--- src/rtl/ctet_pkg.sv ---
package ctet_pkg;

  // default bracket nesting limit
  localparam int MAX_NESTING_DEF = 16;

  // characters with a special role
  localparam logic [7:0] CH_LPAR   = 8'h28;
  localparam logic [7:0] CH_RPAR   = 8'h29;
  localparam logic [7:0] CH_LBRACE = 8'h7B;
  localparam logic [7:0] CH_RBRACE = 8'h7D;
  localparam logic [7:0] CH_COMMA  = 8'h2C;
  localparam logic [7:0] CH_DQUOTE = 8'h22;
  localparam logic [7:0] CH_BSLASH = 8'h5C;
  localparam logic [7:0] CH_UNDER  = 8'h5F;
  localparam logic [7:0] CH_MINUS  = 8'h2D;

  // result kinds
  localparam logic [2:0] KIND_NAME    = 3'd0;
  localparam logic [2:0] KIND_NEWARG  = 3'd1;
  localparam logic [2:0] KIND_ARG     = 3'd2;
  localparam logic [2:0] KIND_ACCEPT  = 3'd3;
  localparam logic [2:0] KIND_ERROR   = 3'd4;

  // error codes
  localparam logic [1:0] ERR_SYMBOL     = 2'd0;
  localparam logic [1:0] ERR_MISMATCH   = 2'd1;
  localparam logic [1:0] ERR_OVERFLOW   = 2'd2;
  localparam logic [1:0] ERR_INCOMPLETE = 2'd3;

  // parser states
  localparam logic [3:0] ST_WS1  = 4'd0;
  localparam logic [3:0] ST_NAME = 4'd1;
  localparam logic [3:0] ST_WS2  = 4'd2;
  localparam logic [3:0] ST_BRA  = 4'd3;
  localparam logic [3:0] ST_WS3  = 4'd4;
  localparam logic [3:0] ST_ARG  = 4'd5;
  localparam logic [3:0] ST_DQ   = 4'd6;
  localparam logic [3:0] ST_DQE  = 4'd7;
  localparam logic [3:0] ST_WS4  = 4'd8;
  localparam logic [3:0] ST_KOC  = 4'd9;
  localparam logic [3:0] ST_WS5  = 4'd10;
  localparam logic [3:0] ST_DONE = 4'd11;

  // most results one character can cause
  localparam int MAX_RES = 3;

  typedef struct packed {
    logic [2:0] kind;
    logic [7:0] ch;
    logic [1:0] code;
  } res_t;

  // all results of one character, entry 0 delivered first
  typedef struct packed {
    logic [1:0]         n;
    res_t [MAX_RES-1:0] r;
  } res_bundle_t;

  function automatic logic is_space(input logic [7:0] c);
    return (c == 8'd32) || (c >= 8'd9 && c <= 8'd13);
  endfunction

  function automatic logic is_name_char(input logic [7:0] c);
    return (c >= "0" && c <= "9") || (c >= "a" && c <= "z") ||
           (c >= "A" && c <= "Z") || (c == CH_UNDER) || (c == CH_MINUS);
  endfunction

endpackage

--- src/rtl/ctet_stack_ram.sv ---
module ctet_stack_ram #(
  parameter int MAX_NESTING = ctet_pkg::MAX_NESTING_DEF,
  parameter int AW = (MAX_NESTING > 1) ? $clog2(MAX_NESTING) : 1
) (
  input  logic          clk,
  input  logic          wr_en,
  input  logic [AW-1:0] wr_addr,
  input  logic          wr_data,
  input  logic [AW-1:0] rd_addr,
  output logic          rd_data
);

  logic mem [MAX_NESTING];
  logic rd_q;
  logic fwd;
  logic fwd_data;

  // bracket kinds below the top of stack
  always_ff @(posedge clk) begin
    if (wr_en) begin
      mem[wr_addr] <= wr_data;
    end
    rd_q <= mem[rd_addr];
  end

  // same-cycle write to the address being read
  always_ff @(posedge clk) begin
    fwd      <= wr_en && (wr_addr == rd_addr);
    fwd_data <= wr_data;
  end

  assign rd_data = fwd ? fwd_data : rd_q;

endmodule

--- src/rtl/ctet_parse.sv ---
module ctet_parse #(
  parameter int MAX_NESTING = ctet_pkg::MAX_NESTING_DEF,
  parameter int AW = (MAX_NESTING > 1) ? $clog2(MAX_NESTING) : 1,
  parameter int DW = $clog2(MAX_NESTING + 1)
) (
  input  logic                 clk,
  input  logic                 rst,
  input  logic                 fire,
  input  logic [7:0]           char_code,
  input  logic                 end_of_string,
  input  logic                 rd_data,
  output logic                 wr_en,
  output logic [AW-1:0]        wr_addr,
  output logic                 wr_data,
  output logic [AW-1:0]        rd_addr,
  output ctet_pkg::res_bundle_t bundle
);

  import ctet_pkg::*;

  logic [3:0]    state;
  logic [DW-1:0] depth;
  logic          top;
  logic          keep_quotes;
  logic          arg_nonempty;
  logic          error_seen;

  logic [3:0]    state_next;
  logic [DW-1:0] depth_next;
  logic          top_next;
  logic          keep_quotes_next;
  logic          arg_nonempty_next;
  logic          error_seen_next;

  logic          push;
  logic          done;
  logic [1:0]    n;
  res_t [MAX_RES-1:0] r;
  logic [7:0]    want;
  logic [DW-1:0] wr_full;
  logic [DW-1:0] rd_full;

  // one character, re-examined after each state change
  always_comb begin
    state_next        = state;
    depth_next        = depth;
    top_next          = top;
    keep_quotes_next  = keep_quotes;
    arg_nonempty_next = arg_nonempty;
    error_seen_next   = error_seen;
    push              = 1'b0;
    done              = 1'b0;
    n                 = 2'd0;
    r                 = '0;
    want              = CH_RPAR;
    if (fire && !error_seen) begin
      for (int p = 0; p < 4; p++) begin
        if (!done) begin
          case (state_next)
            ST_WS1, ST_WS2, ST_WS3, ST_WS4, ST_WS5: begin
              if (is_space(char_code)) begin
                done = 1'b1;
              end else if (state_next == ST_WS1) begin
                state_next = ST_NAME;
              end else if (state_next == ST_WS2) begin
                state_next = ST_BRA;
              end else if (state_next == ST_WS3) begin
                r[n] = '{KIND_NEWARG, 8'd0, ERR_SYMBOL};
                n = n + 2'd1;
                arg_nonempty_next = 1'b0;
                state_next = ST_ARG;
              end else if (state_next == ST_WS4) begin
                state_next = ST_ARG;
              end else begin
                state_next = ST_DONE;
              end
            end
            ST_NAME: begin
              if (is_name_char(char_code)) begin
                r[n] = '{KIND_NAME, char_code, ERR_SYMBOL};
                n = n + 2'd1;
                done = 1'b1;
              end else begin
                state_next = ST_WS2;
              end
            end
            ST_BRA: begin
              if (char_code != CH_LPAR) begin
                r[n] = '{KIND_ERROR, 8'd0, ERR_SYMBOL};
                n = n + 2'd1;
                error_seen_next = 1'b1;
              end else begin
                state_next = ST_WS3;
              end
              done = 1'b1;
            end
            ST_ARG: begin
              if (is_space(char_code)) begin
                state_next = ST_WS4;
              end else if (char_code == CH_LPAR || char_code == CH_LBRACE) begin
                if (depth_next >= DW'(MAX_NESTING)) begin
                  r[n] = '{KIND_ERROR, 8'd0, ERR_OVERFLOW};
                  n = n + 2'd1;
                  error_seen_next = 1'b1;
                end else begin
                  push = 1'b1;
                  top_next = (char_code == CH_LBRACE);
                  depth_next = depth_next + DW'(1);
                  r[n] = '{KIND_ARG, char_code, ERR_SYMBOL};
                  n = n + 2'd1;
                  arg_nonempty_next = 1'b1;
                end
                done = 1'b1;
              end else if (char_code == CH_COMMA || char_code == CH_RPAR ||
                           char_code == CH_RBRACE) begin
                if (depth_next == '0) begin
                  state_next = ST_KOC;
                end else begin
                  want = top_next ? CH_RBRACE : CH_RPAR;
                  if (char_code != CH_COMMA && char_code != want) begin
                    r[n] = '{KIND_ERROR, 8'd0, ERR_MISMATCH};
                    n = n + 2'd1;
                    error_seen_next = 1'b1;
                  end else begin
                    if (char_code != CH_COMMA) begin
                      // pop: the entry below the top comes from memory
                      depth_next = depth_next - DW'(1);
                      top_next = rd_data;
                    end
                    r[n] = '{KIND_ARG, char_code, ERR_SYMBOL};
                    n = n + 2'd1;
                    arg_nonempty_next = 1'b1;
                  end
                  done = 1'b1;
                end
              end else if (char_code == CH_DQUOTE) begin
                keep_quotes_next = arg_nonempty_next;
                if (arg_nonempty_next) begin
                  r[n] = '{KIND_ARG, char_code, ERR_SYMBOL};
                  n = n + 2'd1;
                end
                state_next = ST_DQ;
                done = 1'b1;
              end else begin
                r[n] = '{KIND_ARG, char_code, ERR_SYMBOL};
                n = n + 2'd1;
                arg_nonempty_next = 1'b1;
                done = 1'b1;
              end
            end
            ST_DQ: begin
              if (char_code == CH_DQUOTE) begin
                if (keep_quotes_next) begin
                  r[n] = '{KIND_ARG, char_code, ERR_SYMBOL};
                  n = n + 2'd1;
                  arg_nonempty_next = 1'b1;
                end
                state_next = ST_ARG;
              end else if (char_code == CH_BSLASH) begin
                state_next = ST_DQE;
              end else begin
                r[n] = '{KIND_ARG, char_code, ERR_SYMBOL};
                n = n + 2'd1;
                arg_nonempty_next = 1'b1;
              end
              done = 1'b1;
            end
            ST_DQE: begin
              r[n] = '{KIND_ARG, char_code, ERR_SYMBOL};
              n = n + 2'd1;
              arg_nonempty_next = 1'b1;
              state_next = ST_DQ;
              done = 1'b1;
            end
            ST_KOC: begin
              if (char_code == CH_RPAR) begin
                state_next = ST_WS5;
              end else if (char_code == CH_COMMA) begin
                state_next = ST_WS3;
              end else begin
                r[n] = '{KIND_ERROR, 8'd0, ERR_SYMBOL};
                n = n + 2'd1;
                error_seen_next = 1'b1;
              end
              done = 1'b1;
            end
            default: begin
              r[n] = '{KIND_ERROR, 8'd0, ERR_SYMBOL};
              n = n + 2'd1;
              error_seen_next = 1'b1;
              done = 1'b1;
            end
          endcase
        end
      end
    end
    // end of string: verdict, then back to the reset state
    if (fire && end_of_string) begin
      if (!error_seen_next) begin
        if (state_next == ST_WS5) begin
          r[n] = '{KIND_ACCEPT, 8'd0, ERR_SYMBOL};
        end else begin
          r[n] = '{KIND_ERROR, 8'd0, ERR_INCOMPLETE};
        end
        n = n + 2'd1;
      end
      state_next        = ST_WS1;
      depth_next        = '0;
      keep_quotes_next  = 1'b0;
      arg_nonempty_next = 1'b0;
      error_seen_next   = 1'b0;
    end
  end

  // old top moves into memory on a push; read entry below the next top
  assign wr_full = depth - DW'(1);
  assign rd_full = depth_next - DW'(2);
  assign wr_en   = push && (depth != '0);
  assign wr_addr = wr_full[AW-1:0];
  assign wr_data = top;
  assign rd_addr = rd_full[AW-1:0];

  assign bundle.n = n;
  assign bundle.r = r;

  // parser state registers
  always_ff @(posedge clk) begin
    if (rst) begin
      state        <= ST_WS1;
      depth        <= '0;
      keep_quotes  <= 1'b0;
      arg_nonempty <= 1'b0;
      error_seen   <= 1'b0;
    end else begin
      state        <= state_next;
      depth        <= depth_next;
      keep_quotes  <= keep_quotes_next;
      arg_nonempty <= arg_nonempty_next;
      error_seen   <= error_seen_next;
    end
  end

  // top of stack, only meaningful while depth is nonzero
  always_ff @(posedge clk) begin
    top <= top_next;
  end

endmodule

--- src/rtl/ctet_obuf.sv ---
module ctet_obuf (
  input  logic                  clk,
  input  logic                  rst,
  input  logic                  load,
  input  ctet_pkg::res_bundle_t bundle,
  output logic                  in_ready,
  output logic                  m_tvalid,
  input  logic                  m_tready,
  output logic [15:0]           m_tdata,
  output logic [2:0]            m_tuser,
  output logic                  m_tlast
);

  import ctet_pkg::*;

  res_t [MAX_RES-1:0] slots;
  logic [1:0]         cnt;
  logic               take;

  assign take     = m_tvalid && m_tready;
  assign in_ready = (cnt == 2'd0) || (cnt == 2'd1 && m_tready);

  // results in order, head in slot 0
  always_ff @(posedge clk) begin
    if (rst) begin
      cnt <= 2'd0;
    end else if (load) begin
      cnt <= bundle.n;
    end else if (take) begin
      cnt <= cnt - 2'd1;
    end
  end

  always_ff @(posedge clk) begin
    if (load) begin
      slots <= bundle.r;
    end else if (take) begin
      slots[0] <= slots[1];
      slots[1] <= slots[2];
    end
  end

  assign m_tvalid = (cnt != 2'd0);
  assign m_tdata  = {6'd0, slots[0].code, slots[0].ch};
  assign m_tuser  = slots[0].kind;
  assign m_tlast  = (cnt == 2'd1);

endmodule

--- src/rtl/call_expression_tokenizer_core.sv ---
// channel  dir  signals                          transaction
// s_*      in   tdata: char_code[7:0]            one character of the string
//               tlast: end_of_string
// m_*      out  tdata: out_char[7:0],            one token result
//               error_code[9:8]; tuser: kind;
//               tlast: last result of a character
//
// a character that causes several results holds the input while the
// three-entry result buffer drains, and the next is taken as the last leaves.
// the bracket stack top sits in a register, the rest in a small memory
// that is read ahead through a registered port at the entry below the top,
// so pops and pushes go back to back.
// rst is synchronous and clears the parser state and the result buffer.
// a stalled output holds the input as long as any result waits in the buffer.
module call_expression_tokenizer_core #(
  parameter int MAX_NESTING = ctet_pkg::MAX_NESTING_DEF
) (
  input  logic        clk,
  input  logic        rst,
  input  logic        s_tvalid,
  output logic        s_tready,
  input  logic [7:0]  s_tdata,   // char_code[7:0]
  input  logic        s_tlast,
  output logic        m_tvalid,
  input  logic        m_tready,
  output logic [15:0] m_tdata,   // out_char[7:0], error_code[9:8], zero[15:10]
  output logic [2:0]  m_tuser,   // kind[2:0]
  output logic        m_tlast
);

  import ctet_pkg::*;

  localparam int AW = (MAX_NESTING > 1) ? $clog2(MAX_NESTING) : 1;

  logic          fire;
  logic          wr_en;
  logic [AW-1:0] wr_addr;
  logic          wr_data;
  logic [AW-1:0] rd_addr;
  logic          rd_data;
  res_bundle_t   bundle;

  assign fire = s_tvalid && s_tready;

  ctet_stack_ram #(
    .MAX_NESTING(MAX_NESTING)
  ) u_ram (
    .clk    (clk),
    .wr_en  (wr_en),
    .wr_addr(wr_addr),
    .wr_data(wr_data),
    .rd_addr(rd_addr),
    .rd_data(rd_data)
  );

  ctet_parse #(
    .MAX_NESTING(MAX_NESTING)
  ) u_parse (
    .clk          (clk),
    .rst          (rst),
    .fire         (fire),
    .char_code    (s_tdata),
    .end_of_string(s_tlast),
    .rd_data      (rd_data),
    .wr_en        (wr_en),
    .wr_addr      (wr_addr),
    .wr_data      (wr_data),
    .rd_addr      (rd_addr),
    .bundle       (bundle)
  );

  ctet_obuf u_obuf (
    .clk     (clk),
    .rst     (rst),
    .load    (fire),
    .bundle  (bundle),
    .in_ready(s_tready),
    .m_tvalid(m_tvalid),
    .m_tready(m_tready),
    .m_tdata (m_tdata),
    .m_tuser (m_tuser),
    .m_tlast (m_tlast)
  );

endmodule
--- config.mk ---
export PLATFORM = sky130hd
export DESIGN_NAME = call_expression_tokenizer_core
export DESIGN_NICKNAME = d
export VERILOG_FILES = /design/src/rtl/ctet_pkg.sv /design/src/rtl/ctet_stack_ram.sv /design/src/rtl/ctet_parse.sv /design/src/rtl/ctet_obuf.sv /design/src/rtl/call_expression_tokenizer_core.sv
export SDC_FILE = /design/constraint.sdc
export NUM_CORES = 1
export LEC_CHECK = 0
export BUFFER_PORTS_ARGS = -buffer_cell sky130_fd_sc_hd__buf_4
export CAP_MARGIN = 5
export CORE_MARGIN = 2
export CORE_UTILIZATION = 40
export CTS_BUF_LIST = sky130_fd_sc_hd__clkbuf_4 sky130_fd_sc_hd__clkbuf_8
export DETAILED_ROUTE_END_ITERATION = 10
export HOLD_SLACK_MARGIN = 0.03
export PLACE_DENSITY = 0.52
export SLEW_MARGIN = 20
export SYNTH_ARGS = -nofsm -noshare
export SYNTH_HDL_FRONTEND = slang
export SYNTH_SLANG_ARGS = --single-unit
--- constraint.sdc ---
create_clock -name clk -period 8.6 [get_ports clk]
set_input_delay 0 -clock clk [delete_from_list [all_inputs] [get_ports clk]]
set_output_delay 0 -clock clk [all_outputs]
set_load 0.005 [all_outputs]
==> out/summary.txt <==
post-CTS setup repair buffer count = 0
n_diodes = 0
post-synthesis mux area share = 3.997%
chip height = 135.8 um
global-route wire length before repair = 40.24 mm
die span in x = 135.8 um
CTS Buf Count = 9
num ports = 35
dominant synthesized flop cell = edfxtp_1
count leader, synth = nor2_1
Slew Limit Fails = 0
vias per cell = 6.610
CP max FO = 10
post-cts hold buffer count = 3
FF-to-FF Start = u_parse.depth[1]
P_leak = 2.779 nW
Worst Hold Path EP = u_obuf.slots[15]
main combinational cell family by area after synthesis = compound AO/OA/AOI/OAI gates
simple-gate area share of the yosys netlist = 23.71%
Critical Path Max Stage Delay = 0.64 ns
layout cells sized above 1 = 11.18%
P&R area growth vs syn = 7.130%
sequential power share = 25.4%
number of synthesized flops with an enable pin = 56
worst vdd ir = 116.4 uV
initial antenna violation count = 0
Slowest cell on crit path = or4b_2
DRT Pass-1 Iters = 5
Sw Ratio = 50.35%
min Tclk post-route = 7.955 ns
antenna-violating nets left = 0
RD Place Congestion = 0.9789
Final Power = 2.231 mW
R2R Path End = u_obuf.slots[19]
highest clock rate = 125.7 MHz
clk_lat worst skew = 0.37 ns
Setup CP Type = reg -> reg
Root Buffer = clkbuf_8
FILL cells = 1739
average cell area after synthesis = 8.302 um2
CP Buf/Inv Count = 6
DRT iter0 DRCs = 1019
FF-to-FF path depth = 32
post-route cell area = 7445 um2
clk_skew = 0.01472 ns
relative slew slack = 32.75%
internal power = 1.108 mW
WL final = 26.20 mm
core area = 17120 um2
PD cells = 299.7 nW/um2
r2r setup slk = 0.65 ns
Final Setup Violations = 0
hpwl dp = 20.07 mm
Psw = 1.123 mW
CP Capture Type = flop
Final period util = 92.50%
Reg clk slew, reported paths = 0.10 ns
H-tree Lvls = 3
DR vias = 7046
combinational fraction of design power = 62.5%
top cell type's share of synthesized area = 24.20%
drc violations = 0
total gr overflow = 0
run status = complete, no violations
dominant cell type by area after synthesis = edfxtp_1
sequential cell area fraction in the yosys report = 29.10%
Post-Synth XOR/XNOR Area = 1.746%
CTS tree = done
top cells by count, synth = nor2_1, nand2_1, edfxtp_1
dpl ws = 0.8731 ns
post-synth cell types = 99
RSZ-0062 raised after global routing = no
wire per inst = 24.58 um
final non-filler cell total = 1066
Hold Vio Cnt, Final = 0
synth warn = 0
Synth area leaders = edfxtp_1, ha_1, dfxtp_1
Clock power frac = 12.1%
nets = 878
largest net degree at the start of global routing = 29
Hold Startpoint = s_tdata[0]
Critical Path RT = 8.83 ns
CTS sink cnt = 73
Cell Area, Synth = 6949 um2
Slew @ Worst Pin = 1.006 ns
Adder-Cell Fraction of Synth Area = 5.221%
CP arrival = 8.19 ns
HP Class = in -> reg
Yosys reg bits = 73
Die Area = 18440 um2
initial core utilization = 40.60%
post-synthesis cell count = 837
Core Rows = 48
gr usage total = 28.86%
placed inst area = 7228 um2
placed cells = 1047
Clock Path Buffers = 2
number of global-route vias before repair = 6550
async set or reset register ratio after synthesis = 0%
setup TNS = 0 ns
CP delay by family, top = compound AO/OA/AOI/OAI gates
I/O Buffers = 28
Max Cap Viol = 0
Worst Hold Path Cells = 2
CP Launch Type = flop
post-synthesis compound-gate area fraction = 28.88%
# resized after CTS = 0
post-route setup slack = 0.6453 ns
[kinds of logic after synthesis]
kind of cell	count (synthesis)
DFF	73
muxes	25
adders and majority gates	29
AOI/OAI and AO/OA	275
and+or+nand+nor	315
buffers and inverters	106
other	1
xor gates and xnor gates	13
[worst reg2reg max path: cells and delay by family, from the launching register on]
family | cells | cell delay (ns)
AOI/OAI and AO/OA | 13 | 3.03
adders and majority gates | 6 | 1.78
and+or+nand+nor | 5 | 1.36
buffers and inverters | 6 | 0.69
DFF | 1 | 0.44
xor gates and xnor gates | 1 | 0.36
muxes | 1 | 0.16
[cell type report]
type,instances,area [um2],area share (%)
multi-input combinational,671,4471,60.05
sequential,73,2022,27.16
timing repair buffer,46,352.8,4.739
tap,225,281.5,3.782
inverter,35,131.4,1.765
clock buffer,9,123.9,1.664
clock inverter,7,62.56,0.8403
[cells in the final DEF, fill, tap and decap left out, drive strengths merged, types with 5 or more instances in the layout]
cell	count
a22oi	9
xor2	6
o21a	7
a32oi	7
nor2	84
o311ai	6
nand2	70
o31ai	9
and3	11
a22o	17
mux2i	21
a31oi	11
a21oi	56
nand3	36
and4	5
and2	20
inv	36
a21o	12
xnor2	7
dfxtp	17
nand4	8
buf	43
o22ai	7
nor2b	7
or2	6
clkbuf	9
a211oi	13
conb	14
nor3	21
nand2b	11
ha	29
o211ai	10
nor4	8
edfxtp	56
o21ai	48
o32ai	5
[metrics by stage]
step	utilization, %	hold WS, ns
global placement	42.19	0.2700
detailed placement	42.23	0.2766
CTS	43.49	0.04140
finish	43.49	0.05368
floorplan	-	0.06625
global route	43.49	0.04801
[power groups by stage]
stage | Clock [mW] | Sequential, mW | Combinational [mW]
after floorplan | 0 | 0.542 | 0.996
after global placement | 0 | 0.573 | 1.35
after detailed placement | 0 | 0.574 | 1.35
after CTS | 0.277 | 0.566 | 1.36
after global routing | 0.289 | 0.577 | 1.52
final | 0.270 | 0.568 | 1.39
[worst max-delay path by stage]
stage	depth (start not counted)	from	slack (ns)	endpoint
after floorplan	33	u_parse.depth[0]	1.96	u_obuf.slots[16]
after global placement	33	u_parse.depth[0]	1.21	u_obuf.slots[24]
after detailed placement	32	u_parse.depth[1]	0.87	u_obuf.slots[20]
after CTS	32	u_parse.depth[1]	0.83	u_obuf.slots[20]
after global routing	32	u_parse.depth[1]	0.12	u_obuf.slots[19]
final	32	u_parse.depth[1]	0.65	u_obuf.slots[19]
[layer usage]
layer / part of all wire (%) / track usage (%)
met5: 0 / 0
met3: 10 / 5.799
met4: 3.2 / 9.259
met1: 44 / 42.03
met2: 43 / 42.65
[sequential cells by signal, summed over array words and instances (netlist names)]
signal,count
u_parse.arg_nonempty,1
u_parse.keep_quotes,1
u_ram.mem,16
u_parse.error_seen,1
u_ram.fwd_data,1
u_parse.depth,5
u_parse.state,4
u_obuf.cnt,2
u_parse.wr_data,1
u_ram.fwd,1
u_ram.rd_q,1
u_obuf.m_tuser,3
u_obuf.m_tdata,10
u_obuf.slots,26
Note: power is estimated with default switching activity, not from simulation.
